`src/rtl/core/spq_pkg.sv`:
```
// Shared types and codes for the sorted priority queue.
package spq_pkg;

   localparam int unsigned KeyWidth    = 32;
   localparam int unsigned ValueWidth  = 32;
   localparam int unsigned CountOutW   = 8;
   localparam int unsigned StatusWidth = 2;
   localparam int unsigned ReqDataW    = 64;
   localparam int unsigned RspDataW    = 80;

   // Operation selector carried on the request tuser bit.
   localparam logic FUNC_INSERT = 1'b0;
   localparam logic FUNC_REMOVE = 1'b1;

   localparam logic [StatusWidth-1:0] STATUS_OK         = 2'd0;
   localparam logic [StatusWidth-1:0] STATUS_FULL_DROP  = 2'd1;
   localparam logic [StatusWidth-1:0] STATUS_EMPTY_SKIP = 2'd2;

   typedef enum logic [1:0] {
      OP_HOLD   = 2'd0,
      OP_INSERT = 2'd1,
      OP_REMOVE = 2'd2
   } op_type;

   typedef struct packed {
      logic                         valid;
      logic signed [KeyWidth-1:0]   prio;
      logic signed [ValueWidth-1:0] payload;
   } entry_type;

   typedef struct packed {
      op_type                       op;
      logic signed [KeyWidth-1:0]   prio;
      logic signed [ValueWidth-1:0] payload;
   } cmd_type;

endpackage

```
`src/rtl/core/spq_cell.sv`:
```
// One slot of the sorted queue: compares with the broadcast key and shifts with its neighbours.
module spq_cell (
   input  logic               clock,
   input  logic               reset,
   input  spq_pkg::cmd_type   cmd,
   input  spq_pkg::entry_type left_slot,
   input  logic               left_stays,
   input  spq_pkg::entry_type right_slot,
   output spq_pkg::entry_type slot_ff,
   output spq_pkg::entry_type slot_in,
   output logic               stays
);

   // An entry of equal or higher priority keeps its place, so ties leave in arrival order.
   assign stays = slot_ff.valid && (slot_ff.prio >= cmd.prio);

   always_comb begin
      slot_in = slot_ff;
      unique case (cmd.op)
         spq_pkg::OP_HOLD: begin
            slot_in = slot_ff;
         end
         spq_pkg::OP_INSERT: begin
            priority if (stays) begin
               slot_in = slot_ff;
            end else if (left_stays) begin
               slot_in.valid   = 1'b1;
               slot_in.prio    = cmd.prio;
               slot_in.payload = cmd.payload;
            end else begin
               slot_in = left_slot;
            end
         end
         spq_pkg::OP_REMOVE: begin
            slot_in = right_slot;
         end
         default: begin
            slot_in = slot_ff;
         end
      endcase
   end

   always_ff @(posedge clock) begin
      if (reset) begin
         slot_ff.valid <= 1'b0;
      end else begin
         slot_ff.valid <= slot_in.valid;
      end
      slot_ff.prio    <= slot_in.prio;
      slot_ff.payload <= slot_in.payload;
   end

endmodule

```
`config.mk`:
```
export PLATFORM = sky130hd
export DESIGN_NAME = spq_cell
export DESIGN_NICKNAME = d
export VERILOG_FILES = /design/src/rtl/core/spq_pkg.sv /design/src/rtl/core/spq_cell.sv
export SDC_FILE = /design/constraint.sdc
export NUM_CORES = 1
export LEC_CHECK = 0
export BUFFER_PORTS_ARGS = -buffer_cell sky130_fd_sc_hd__buf_2
export CORE_AREA = 5 5 126 128
export DETAILED_ROUTE_END_ITERATION = 10
export DIE_AREA = 0 0 131 133
export HOLD_SLACK_MARGIN = 0.02
export PLACE_DENSITY = 0.7
export SKIP_CTS_REPAIR_TIMING = 1
export SLEW_MARGIN = 20
export SYNTH_ARGS = -nofsm -noshare
export SYNTH_HDL_FRONTEND = slang
export SYNTH_SLANG_ARGS = --single-unit
```
`constraint.sdc`:
```
create_clock -name clock -period 3.4 [get_ports clock]
set_clock_uncertainty 0.1 [all_clocks]
set_input_delay 0.34 -clock clock [delete_from_list [all_inputs] [get_ports clock]]
set_output_delay 0.34 -clock clock [all_outputs]
set_load 0.05 [all_outputs]
```
==> key figures, run 1 <==
Critical path
  – Cell count of the worst reg-to-reg path: 10
  – Worst Setup EP: slot_in[34]
  – CP endpoint kind: output port
  – Reg2Reg Launch Point: slot_ff[60]
  – CP Max Fanout: 7
  – R2r endpoint: slot_ff[28]
  – Worst Path Required: between 2 and 3 ns
  – CP Launch Point: slot_ff[60]
  – Crit path kind: flop to output port
  – Setup crit start kind: flop
  – R2R Setup Slk: 0.77 ns
  – Crit path DAT: between 2 and 3 ns

GRT
  – Vias in the first global route: roughly 6,300
  – Largest net degree at the start of global routing: 63
  – Grt ovf: 0
  – First-pass GRT wire length: between 30 and 40 mm
  – Initial antenna violation count: 2
  – Tot GR Track Use: between 20% and 30%

Power and ir drop
  – Clock power share: around 20%
  – Pwr Total: approximately 5.3 mW
  – Psw: roughly 2.7 mW
  – Internal power: ~2.6 mW
  – Power per cell area: 644 nW/um^2
  – Comb pwr share: 59.3%
  – Maximum vdd drop: about 0.36 mV
  – Switching part of the total power: about 51%
  – P_leak: around 4.1 nW
  – Seq pwr share: 21.0%

Clock network
  – H-tree depth: 3
  – Clock Pin Slew Worst Setup and Hold Paths: 0.06 ns
  – TritonCTS Buffers: 9
  – Clk sinks: 65
  – Clock Path Buffers: 2
  – Clock Latency Late Sink: between 0.3 and 0.4 ns
  – CTS tree: done
  – Clock Tree Root: clkbuf_16

Drt
  – DRT Pass-1 Iters: 7
  – Post-DRT Antenna Nets: 0
  – Total wire length: around 23 mm
  – Via/cell ratio: between 5 and 6
  – DRC viols: 0
  – Iteration-0 DRC Markers: between 300 and 400
  – Via count: 6,559
  – Routed length per instance: 19.0 um

Final layout
  – Fin util: between 50% and 60%
  – Layout area overhead: 56.9%
  – Number of flip-flops in the largest register: 65
  – Final nets: between 1,000 and 1,500
  – Largest Register: slot_ff
  – Design area: ~8300 sq um
  – Commonest non-fill, non-tap cell in the layout: buf_2
  – Fraction of layout cells with a size suffix above 1: between 40% and 50%
  – Most frequent cells in the layout: 264 x buf_2, 98 x inv_1, 71 x o21ai_0
  – Regs by FF count: slot_ff (65)
  – Fin cells: around 1,200

STA
  – Final setup TNS: -0.0128 ns
  – Max-slew headroom: about 50%
  – Worst Slack Setup Final: -0.0126 ns
  – Fmax: 293 MHz
  – Endpoints failing hold: 0
  – Worst hold slack: about 0.063 ns
  – Worst-Margin Slew: between 0.7 and 0.8 ns
  – RSZ-0062 raised after global routing: yes
  – Slew Limit Fails: 0
  – Final period util: 100%
  – Tmin final: 3.41 ns
  – Final Setup Violations: 2

Synthesis
  – Share of the synthesized area in the top cell type: about 25%
  – Syn Inst Count: 702
  – FF+latch count, synth: between 60 and 70
  – Seq/Total Area, Yosys: around a quarter
  – Synth area leaders: dfxtp_1 25%, mux2i_1 12%, a22oi_1 9.1%
  – Largest area contributor in the netlist: dfxtp_1
  – Synth cell types: 35
  – Post-Syn Area: ~5300 sq um
  – YS warnings: 0
  – Syn nets: around 940
  – Syn Area/Cell: about 7.5 sq um

Placement
  – HPWL Detailed: 16.5 mm
  – Port bufs: 329
  – Dpl ws: 0.0722 ns
  – Routability congestion estimate from global placement: roughly 0.88
  – Placed Area: 7100 sq um
  – DP Cell Count: between 1,000 and 1,500

Die
  – Die area: 17,400 sq um
  – Die width: roughly 130 um
  – DIE HEIGHT: ~130 um
  – Ports: 330
  – Starting Density: a little over a third
  – Rows: 45
  – Core area: between 10,000 and 15,000 sq um

Flow run
  – Max-Cap Viols: 0

Outcome
  – Failing checks: negative setup slack
  – Status: complete, but fails checks

Hold path
  – Class of the worst hold path: input pin to flop
==> how the worst min path moves through the flow <==
stage	start	to	slack (ns)	depth (start not counted)
2_1_floorplan	reset	slot_ff[64]	0.30	1
6_report	reset	slot_ff[64]	0.06	2
5_1_grt	reset	slot_ff[64]	0.06	2
4_1_cts	reset	slot_ff[64]	0.05	2
3_3_place_gp	slot_ff[29]	slot_ff[29]	0.38	2
3_5_place_dp	slot_ff[23]	slot_ff[23]	0.38	2
==> final cells by class <==
cell class                      count  area, sq um
Sequential cell                    65         1310
Multi-Input combinational cell    483         3660
Tap cell                          188          235
Fill cell                        1376         6480
Clock inverter                      5         77.6
Inverter                           98          368
Timing Repair Buffer              354         2360
Clock buffer                       11          253
Antenna cell                        1         2.50
==> cell families after synthesis <==
logic type | share of synthesized area (%)
AOI/OAI and AO/OA | 34.1
xor gates and xnor gates | 0.166
adders and majority gates | 8.07
buffers and inverters | 13.0
DFF | 24.7
muxes | 12.1
and+or+nand+nor | 7.88
==> routing by layer <==
layer	wire length [um]	GRT usage (%)	share of wire, %	up-vias
met5	16	0	0.070	-
met4	619	9.89	2.7	2
met3	1700	4.24	7.4	50
met2	11500	39.7	50	309
met1	9030	28.9	40	3069
li1	-	-	-	3129
==> power groups by stage <==
stage	clock, mW	combinational, mW	sequential (mW)
global route	1.11	3.33	1.14
CTS	1.08	2.76	1.11
detailed placement	0	2.75	1.12
finish	1.05	3.16	1.12
floorplan	0	1.42	1.68
global placement	0	2.73	1.12
==> critical path: stages (launching register included) <==
cell and delay, ns:
dfxtp_2 0.34, ha_1 0.27, nand4_1 0.21, nor3_4 0.25
and3_4 0.24, nand2_2 0.05, o221a_4 0.32, a21o_4 0.28
buf_12 0.14, clkbuf_16 0.17, o21ai_4 0.16, buf_6 0.17
==> cell usage after synthesis <==
library cell,n
buf_1,6
nand3_1,4
xor2_1,1
o21ai_0,73
buf_2,4
o221a_2,1
a22oi_1,64
a221o_1,2
o21ai_1,51
clkbuf_1,32
a21oi_1,16
buf_6,13
and4b_1,1
nand2b_1,2
buf_4,1
a31oi_2,8
inv_1,98
a21oi_2,1
nor3_2,1
nor2_1,69
a21o_4,1
nor2b_1,2
o21ai_2,8
ha_1,34
and3_1,1
dfxtp_1,65
or2_1,1
a2111oi_2,1
a21boi_1,1
o211ai_2,1
nand2_1,16
nand4_1,3
a31oi_1,54
a221oi_1,2
mux2i_1,64
Power figures use the tool's default switching activity.
==> inputs of run 2 (changes only) <==
--- a/config.mk
+++ b/config.mk
@@ -6,11 +6,12 @@
 export NUM_CORES = 1
 export LEC_CHECK = 0
 export BUFFER_PORTS_ARGS = -buffer_cell sky130_fd_sc_hd__buf_2
-export CORE_AREA = 5 5 126 128
+export CORE_ASPECT_RATIO = 0.75
+export CORE_MARGIN = 5
+export CORE_UTILIZATION = 40
 export DETAILED_ROUTE_END_ITERATION = 10
-export DIE_AREA = 0 0 131 133
 export HOLD_SLACK_MARGIN = 0.02
-export PLACE_DENSITY = 0.7
+export PLACE_DENSITY = 0.79
 export SKIP_CTS_REPAIR_TIMING = 1
 export SLEW_MARGIN = 20
 export SYNTH_ARGS = -nofsm -noshare
==> constraint.sdc (replaced) <==
create_clock -name clock -period 2.8 [get_ports clock]
set_clock_uncertainty 0.1 [all_clocks]
set_input_delay 0.28 -clock clock [delete_from_list [all_inputs] [get_ports clock]]
set_output_delay 0.28 -clock clock [all_outputs]
set_load 0.05 [all_outputs]
==> run 2 against run 1 <==
  * The run still ends with negative setup slack left
  * Utilization increased by 17 points
  * First-iteration DRC count is 13% higher
  * Global-route usage increased by 3.5 points
  * Critical path depth decreased by 1
  * Via count is 5.2% higher
  * Power grew 31%
  * Sequential cell count unchanged
  * Final cell count grew 2.5%
  * Worst setup slack got worse by 0.44 ns
  * Wire length rose by 6.9%
  * Critical endpoint is now slot_in[35]
  * Largest power group unchanged
==> key figures, run 2 (synthesis gave the netlist of run 1 again) <==
STA
  – Worst Slack Setup Final: -0.451 ns (-0.438 ns)
  – Tmin final: around 3.3 ns
  – Final setup TNS: -24.99 ns (-24.98 ns)
  – Fmax: 308 MHz
  – Endpoints failing hold: 0 (unchanged)
  – Final Setup Violations: 66 (+64)
  – Max-slew headroom: 60.5% (+9.2 points)
  – Worst-Margin Slew: 0.592 ns (-0.139 ns)
  – Final period util: 116%
  – RSZ-0062 raised after global routing: yes
  – Slew Limit Fails: 0 (unchanged)

Placement
  – HPWL Detailed: 16.6 mm (+0.99%)
  – Port bufs: 329 (unchanged)
  – Placed Area: 8150 sq um (+15%)
  – DP Cell Count: 1,204 (+1.8%)
  – Routability congestion estimate from global placement: 0.910 (+3.3%)

GRT
  – Vias in the first global route: 6,654 (+4.9%)
  – First-pass GRT wire length: 33.9 mm (+4.3%)
  – Initial antenna violation count: 0 (-2)
  – Tot GR Track Use: 27.0% (+3.5 points)
  – Grt ovf: 0 (unchanged)
  – Largest net degree at the start of global routing: 69 (+9.5%)

Final layout
  – Final nets: 1,292 (+3.9%)
  – Largest Register: slot_ff
  – Design area: 9420 sq um (+14%)
  – Fin cells: 1,235 (+2.5%)
  – Fraction of layout cells with a size suffix above 1: 51.3% (+6.2 points)
  – Most frequent cells in the layout: 262 x buf_2, 98 x inv_1, 69 x o21ai_0
  – Fillers: 976 (-29%)
  – Register area: 1340 sq um (+1.8%)
  – Number of flip-flops in the largest register: 65 (unchanged)
  – Commonest non-fill, non-tap cell in the layout: buf_2
  – Area of the multi-input gates: 4220 sq um (+15%)
  – # diodes: 0 (-1)
  – Regs by FF count: slot_ff (65)
  – Layout area overhead: 78.7%

Die
  – DIE HEIGHT: 109 um (-18%)
  – Rows: 36 (-20%)
  – Core area: 13,000 sq um (-12%)
  – Ports: 330 (unchanged)
  – Die area: 15,600 sq um (-10%)
  – Die width: 143 um (+8.8%)
  – Starting Density: 40.6% (+4.9 points)

Clock network
  – Clk sinks: 65 (unchanged)
  – TritonCTS Buffers: 9 (unchanged)
  – Clock Pin Slew Worst Setup and Hold Paths: 0.06 ns (about the same)
  – Clock Path Buffers: 2 (unchanged)
  – H-tree depth: 3 (unchanged)
  – Clock Latency Late Sink: 0.34 ns (about the same)
  – Clock Tree Root: clkbuf_16
  – CTS tree: done

Critical path
  – CP Max Fanout: 8 (+1)
  – Worst Path Required: 2.42 ns (-0.54 ns)
  – Crit path DAT: 2.87 ns (-0.10 ns)
  – Crit path kind: flop to output port
  – CP endpoint kind: output port
  – Setup crit start kind: flop

Drt
  – DRC viols: 0 (unchanged)
  – Post-DRT Antenna Nets: 0 (unchanged)
  – Via count: 6,900 (+5.2%)
  – Total wire length: 24.4 mm (+6.9%)
  – Routed length per instance: 19.8 um (+4.3%)
  – Iteration-0 DRC Markers: 422 (+13%)
  – DRT Pass-1 Iters: 6 (-1)
  – Via/cell ratio: 5.59 (+2.6%)

Power and ir drop
  – P_leak: 4.49 nW (+10%)
  – Maximum vdd drop: 0.653 mV (+80%)
  – Pwr Total: 6.98 mW (+31%)
  – Power per cell area: 741 nW/um^2 (+15%)

Hold path
  – Class of the worst hold path: input pin to flop

Flow run
  – Max-Cap Viols: 0 (unchanged)

Outcome
  – Failing checks: negative setup slack
  – Status: complete, but fails checks
run 2: changes by cell type in the layout (fill, tap and decap cells not counted), moves of 5 or more:
cell | previous run | this run
a21oi_1 | 16 | 11
o21ai_2 | 44 | 1
dfxtp_2 | 5 | 15
buf_6 | 60 | 55
a31oi_1 | 54 | 47
o21ai_4 | 11 | 62
a21oi_2 | 1 | 6
a31oi_2 | 8 | 15
buf_8 | 3 | 14
dfxtp_1 | 59 | 46
o21ai_1 | 6 | 0
buf_12 | 8 | 14
clkbuf_16 | 10 | 15
buf_4 | 18 | 47
run 2: routing by layer:
| metal | share of wire, % | global-route usage [%] |
|---|---|---|
| met1 | 39 | 33.1 |
| met2 | 49 | 46.7 |
| met3 | 9.6 | 7.13 |
| met4 | 1.9 | 7.87 |
| met5 | 0 | 0 |
run 2: final timing paths:
path | start | endpoint | slack [ns] | depth (start not counted)
worst max register to register | slot_ff[63] | slot_ff[57] | 0.19 | 10
worst min-delay path | right_slot[20] | slot_ff[20] | 0.20 | 5
worst min register to register | slot_ff[22] | slot_ff[22] | 0.43 | 2
worst max-delay path | slot_ff[63] | slot_in[35] | -0.45 | 10
run 2: power by group:
part           internal (mW)  switching, mW  leakage (nW)  total (mW)
clock                  0.694          0.444         0.149        1.14
combinational           1.56           2.95          3.79        4.52
sequential              1.15          0.176         0.548        1.33
total                   3.41           3.57          4.49        6.98
run 2: layout make-up:
class / instances / share of cell area [%]
clock inverter: 2 / 0.106
tap: 171 / 2.27
timing repair buffer: 401 / 31.7
clock buffer: 14 / 3.02
sequential: 65 / 14.2
inverter: 98 / 3.90
multi-input combinational: 484 / 44.8
run 2: metrics by stage:
step / util, % / setup WS, ns / hold slack, ns
global route: 72.6 / -0.524 / 0.211
CTS: 65.1 / -0.676 / -0.0195
detailed placement: 62.9 / -0.418 / 0.342
floorplan: - / 0.00182 / 0.242
finish: 72.6 / -0.451 / 0.199
global placement: 62.9 / -0.355 / 0.344
run 2: critical path: stages, from the launching register on:
cell and delay, ns:
dfxtp_4 0.35, ha_4 0.26, nand4_1 0.17, nor3_4 0.21, and3_4 0.24, nand2_2 0.06
o221a_4 0.36, a21o_4 0.31, clkbuf_16 0.21, o21ai_4 0.19, buf_12 0.16
==> inputs of run 3 (changes only) <==
--- a/config.mk
+++ b/config.mk
@@ -12,6 +12,7 @@
 export DETAILED_ROUTE_END_ITERATION = 10
 export HOLD_SLACK_MARGIN = 0.02
 export PLACE_DENSITY = 0.79
+export RECOVER_POWER = 50
 export SKIP_CTS_REPAIR_TIMING = 1
 export SLEW_MARGIN = 20
 export SYNTH_ARGS = -nofsm -noshare
==> run 3 against run 2 <==
  * The run still ends with negative setup slack left
  * Worst setup slack improved by 0.0022 ns
  * Cell area decreased by 0.86%
  * Clock-buffer cell count unchanged
  * First-iteration DRC count increased by 2.1%
  * Global-route usage unchanged
  * Wire length decreased by 0.21%
  * Die area unchanged
  * Non-clock buffer count unchanged
  * Largest cell class unchanged
  * Largest power group unchanged
==> key figures, run 3 (synthesis gave the netlist of run 1 again) <==
Final layout
  – Fin cells: 1,235 (unchanged)
  – Final nets: 1,292 (unchanged)
  – Number of flip-flops in the largest register: 65 (unchanged)
  – Layout area overhead: 77.1%
  – Fillers: 1,015 (+4.0%)
  – Regs by FF count: slot_ff (65)
  – Fraction of layout cells with a size suffix above 1: 45.2% (-6.1 points)
  – # diodes: 0 (unchanged)
  – Largest Register: slot_ff
  – Most frequent cells in the layout: 197 x buf_2, 98 x inv_1, 69 x o21ai_0
  – Commonest non-fill, non-tap cell in the layout: buf_2

Outcome
  – Failing checks: negative setup slack
  – Status: complete, but fails checks

Power and ir drop
  – Pwr Total: 6.93 mW (-0.83%)
  – P_leak: 4.25 nW (-5.2%)
  – Power per cell area: 742 nW/um^2 (about the same)
  – Maximum vdd drop: 0.647 mV (-0.83%)

STA
  – Tmin final: 3.25 ns (-0.00223 ns)
  – Final Setup Violations: 66 (unchanged)
  – Fmax: 308 MHz (about the same)
  – Worst-Margin Slew: 0.653 ns (+0.0606 ns)
  – Endpoints failing hold: 0 (unchanged)
  – RSZ-0062 raised after global routing: yes
  – Slew Limit Fails: 0 (unchanged)
  – Final period util: 116% (about the same)
  – Max-slew headroom: 56.7% (-3.9 points)
  – Worst Slack Setup Final: -0.448 ns (+0.00223 ns)
  – Worst hold slack: 0.199 ns (+0.000267 ns)

Critical path
  – R2R Setup Slk: 0.20 ns (about the same)
  – CP Max Fanout: 8 (unchanged)
  – Crit path DAT: 2.87 ns (about the same)
  – Cell count of the worst reg-to-reg path: 10 (unchanged)
  – R2r endpoint: slot_ff[57]
  – Crit-path cells: ha_4 > nand4_1 > nor3_4 > and3_4 > nand2_2 > o221a_4 > a21o_4 > clkbuf_16 > o21ai_4 > buf_12
  – Crit path largest cell delay: 0.36 ns (about the same)
  – Slowest stage cell on the critical path: o221a_4
  – Reg2Reg Launch Point: slot_ff[63]
  – Setup crit start kind: flop
  – Worst Path Required: 2.42 ns (about the same)
  – CP Launch Point: slot_ff[63]
  – Crit path kind: flop to output port
  – CP endpoint kind: output port

Flow run
  – Max-Cap Viols: 0 (unchanged)

Drt
  – DRC viols: 0 (unchanged)
  – Post-DRT Antenna Nets: 0 (unchanged)
  – Total wire length: 24.4 mm (-0.21%)
  – Iteration-0 DRC Markers: 431 (+2.1%)
  – Routed length per instance: 19.7 um (-0.21%)
  – Via/cell ratio: 5.61 (+0.36%)
  – DRT Pass-1 Iters: 7 (+1)
  – Via count: 6,925 (+0.36%)

Placement
  – DP Cell Count: 1,204 (unchanged)
  – HPWL Detailed: 16.6 mm (unchanged)
  – Dpl ws: -0.418 ns (unchanged)
  – Routability congestion estimate from global placement: 0.910 (unchanged)
  – Port bufs: 329 (unchanged)

GRT
  – First-pass GRT wire length: 33.9 mm (unchanged)
  – Vias in the first global route: 6,654 (unchanged)
  – Tot GR Track Use: 27.0% (unchanged)
  – Initial antenna violation count: 0 (unchanged)
  – Grt ovf: 0 (unchanged)
  – Largest net degree at the start of global routing: 69 (unchanged)

Clock network
  – Clock Tree Root: clkbuf_16
  – CTS tree: done
  – H-tree depth: 3 (unchanged)
  – Clock Path Buffers: 2 (unchanged)
  – Clock Pin Slew Worst Setup and Hold Paths: 0.06 ns (about the same)
  – Clock Latency Late Sink: 0.34 ns (about the same)
  – TritonCTS Buffers: 9 (unchanged)
  – Clk sinks: 65 (unchanged)

Die
  – Die area: 15,600 sq um (unchanged)
  – Starting Density: 40.6% (unchanged)
  – DIE HEIGHT: 109 um (unchanged)
  – Core area: 13,000 sq um (unchanged)
  – Die width: 143 um (unchanged)
  – Ports: 330 (unchanged)
  – Rows: 36 (unchanged)

Hold path
  – Hold depth: 5 (unchanged)
  – Class of the worst hold path: input pin to flop
  – Hold_sp: right_slot[20]
  – Worst Hold End: slot_ff[20]
run 3: cell types whose count changed in the layout (fill, tap and decap cells not counted), sizes merged:
| cell | change |
|---|---|
| buf | -65 |
| clkbuf | +65 |
run 3: worst max-delay path by stage:
stage / cells past startpoint / to / slack (ns)
finish: 10 / slot_in[35] / -0.45
global route: 10 / slot_in[35] / -0.52
CTS: 11 / slot_in[7] / -0.68
detailed placement: 13 / slot_in[7] / -0.42
global placement: 13 / slot_in[7] / -0.36
floorplan: 9 / slot_in[0] / 0.002
run 3: worst max-delay path, delay by kind of cell (launching register included):
kind,cells,cell delay [ns]
simple gates,4,0.69
buf+inv,2,0.37
fa+ha+maj,1,0.26
compound gates,3,0.86
flops,1,0.35
run 3: cell type report:
cell class | count | area (sq um) | area share [%]
flip-flops and latches | 65 | 1340 | 14.3
well taps | 171 | 214 | 2.29
multi-input cells | 484 | 4220 | 45.2
repair buffers | 401 | 2910 | 31.1
clock inverters | 2 | 10.0 | 0.107
clock buffers | 14 | 284 | 3.04
inverters | 98 | 368 | 3.94
run 3: stage by stage:
stage / setup TNS (ns) / util [%] / instance area, sq um
floorplan: 0 / - / 5970
global placement: -17.19 / 62.9 / 8150
detailed placement: -21.22 / 62.9 / 8150
CTS: -38.69 / 65.1 / 8450
global route: -30.09 / 72.0 / 9340
finish: -24.97 / 72.0 / 9340
run 3: power by group:
part,internal [mW],switching [mW],leakage [nW]
combinational,1.51,2.95,3.56
clock,0.694,0.440,0.149
sequential,1.15,0.178,0.548
total,3.35,3.57,4.25
run 3: metal layers:
| metal | up-vias | global-route usage [%] | part of all wire (%) |
|---|---|---|---|
| li1 | 3235 | - | - |
| met1 | 3237 | 33.1 | 39 |
| met2 | 399 | 46.7 | 49 |
| met3 | 54 | 7.13 | 9.2 |
| met4 | 0 | 7.87 | 2.2 |
| met5 | - | 0 | 0 |
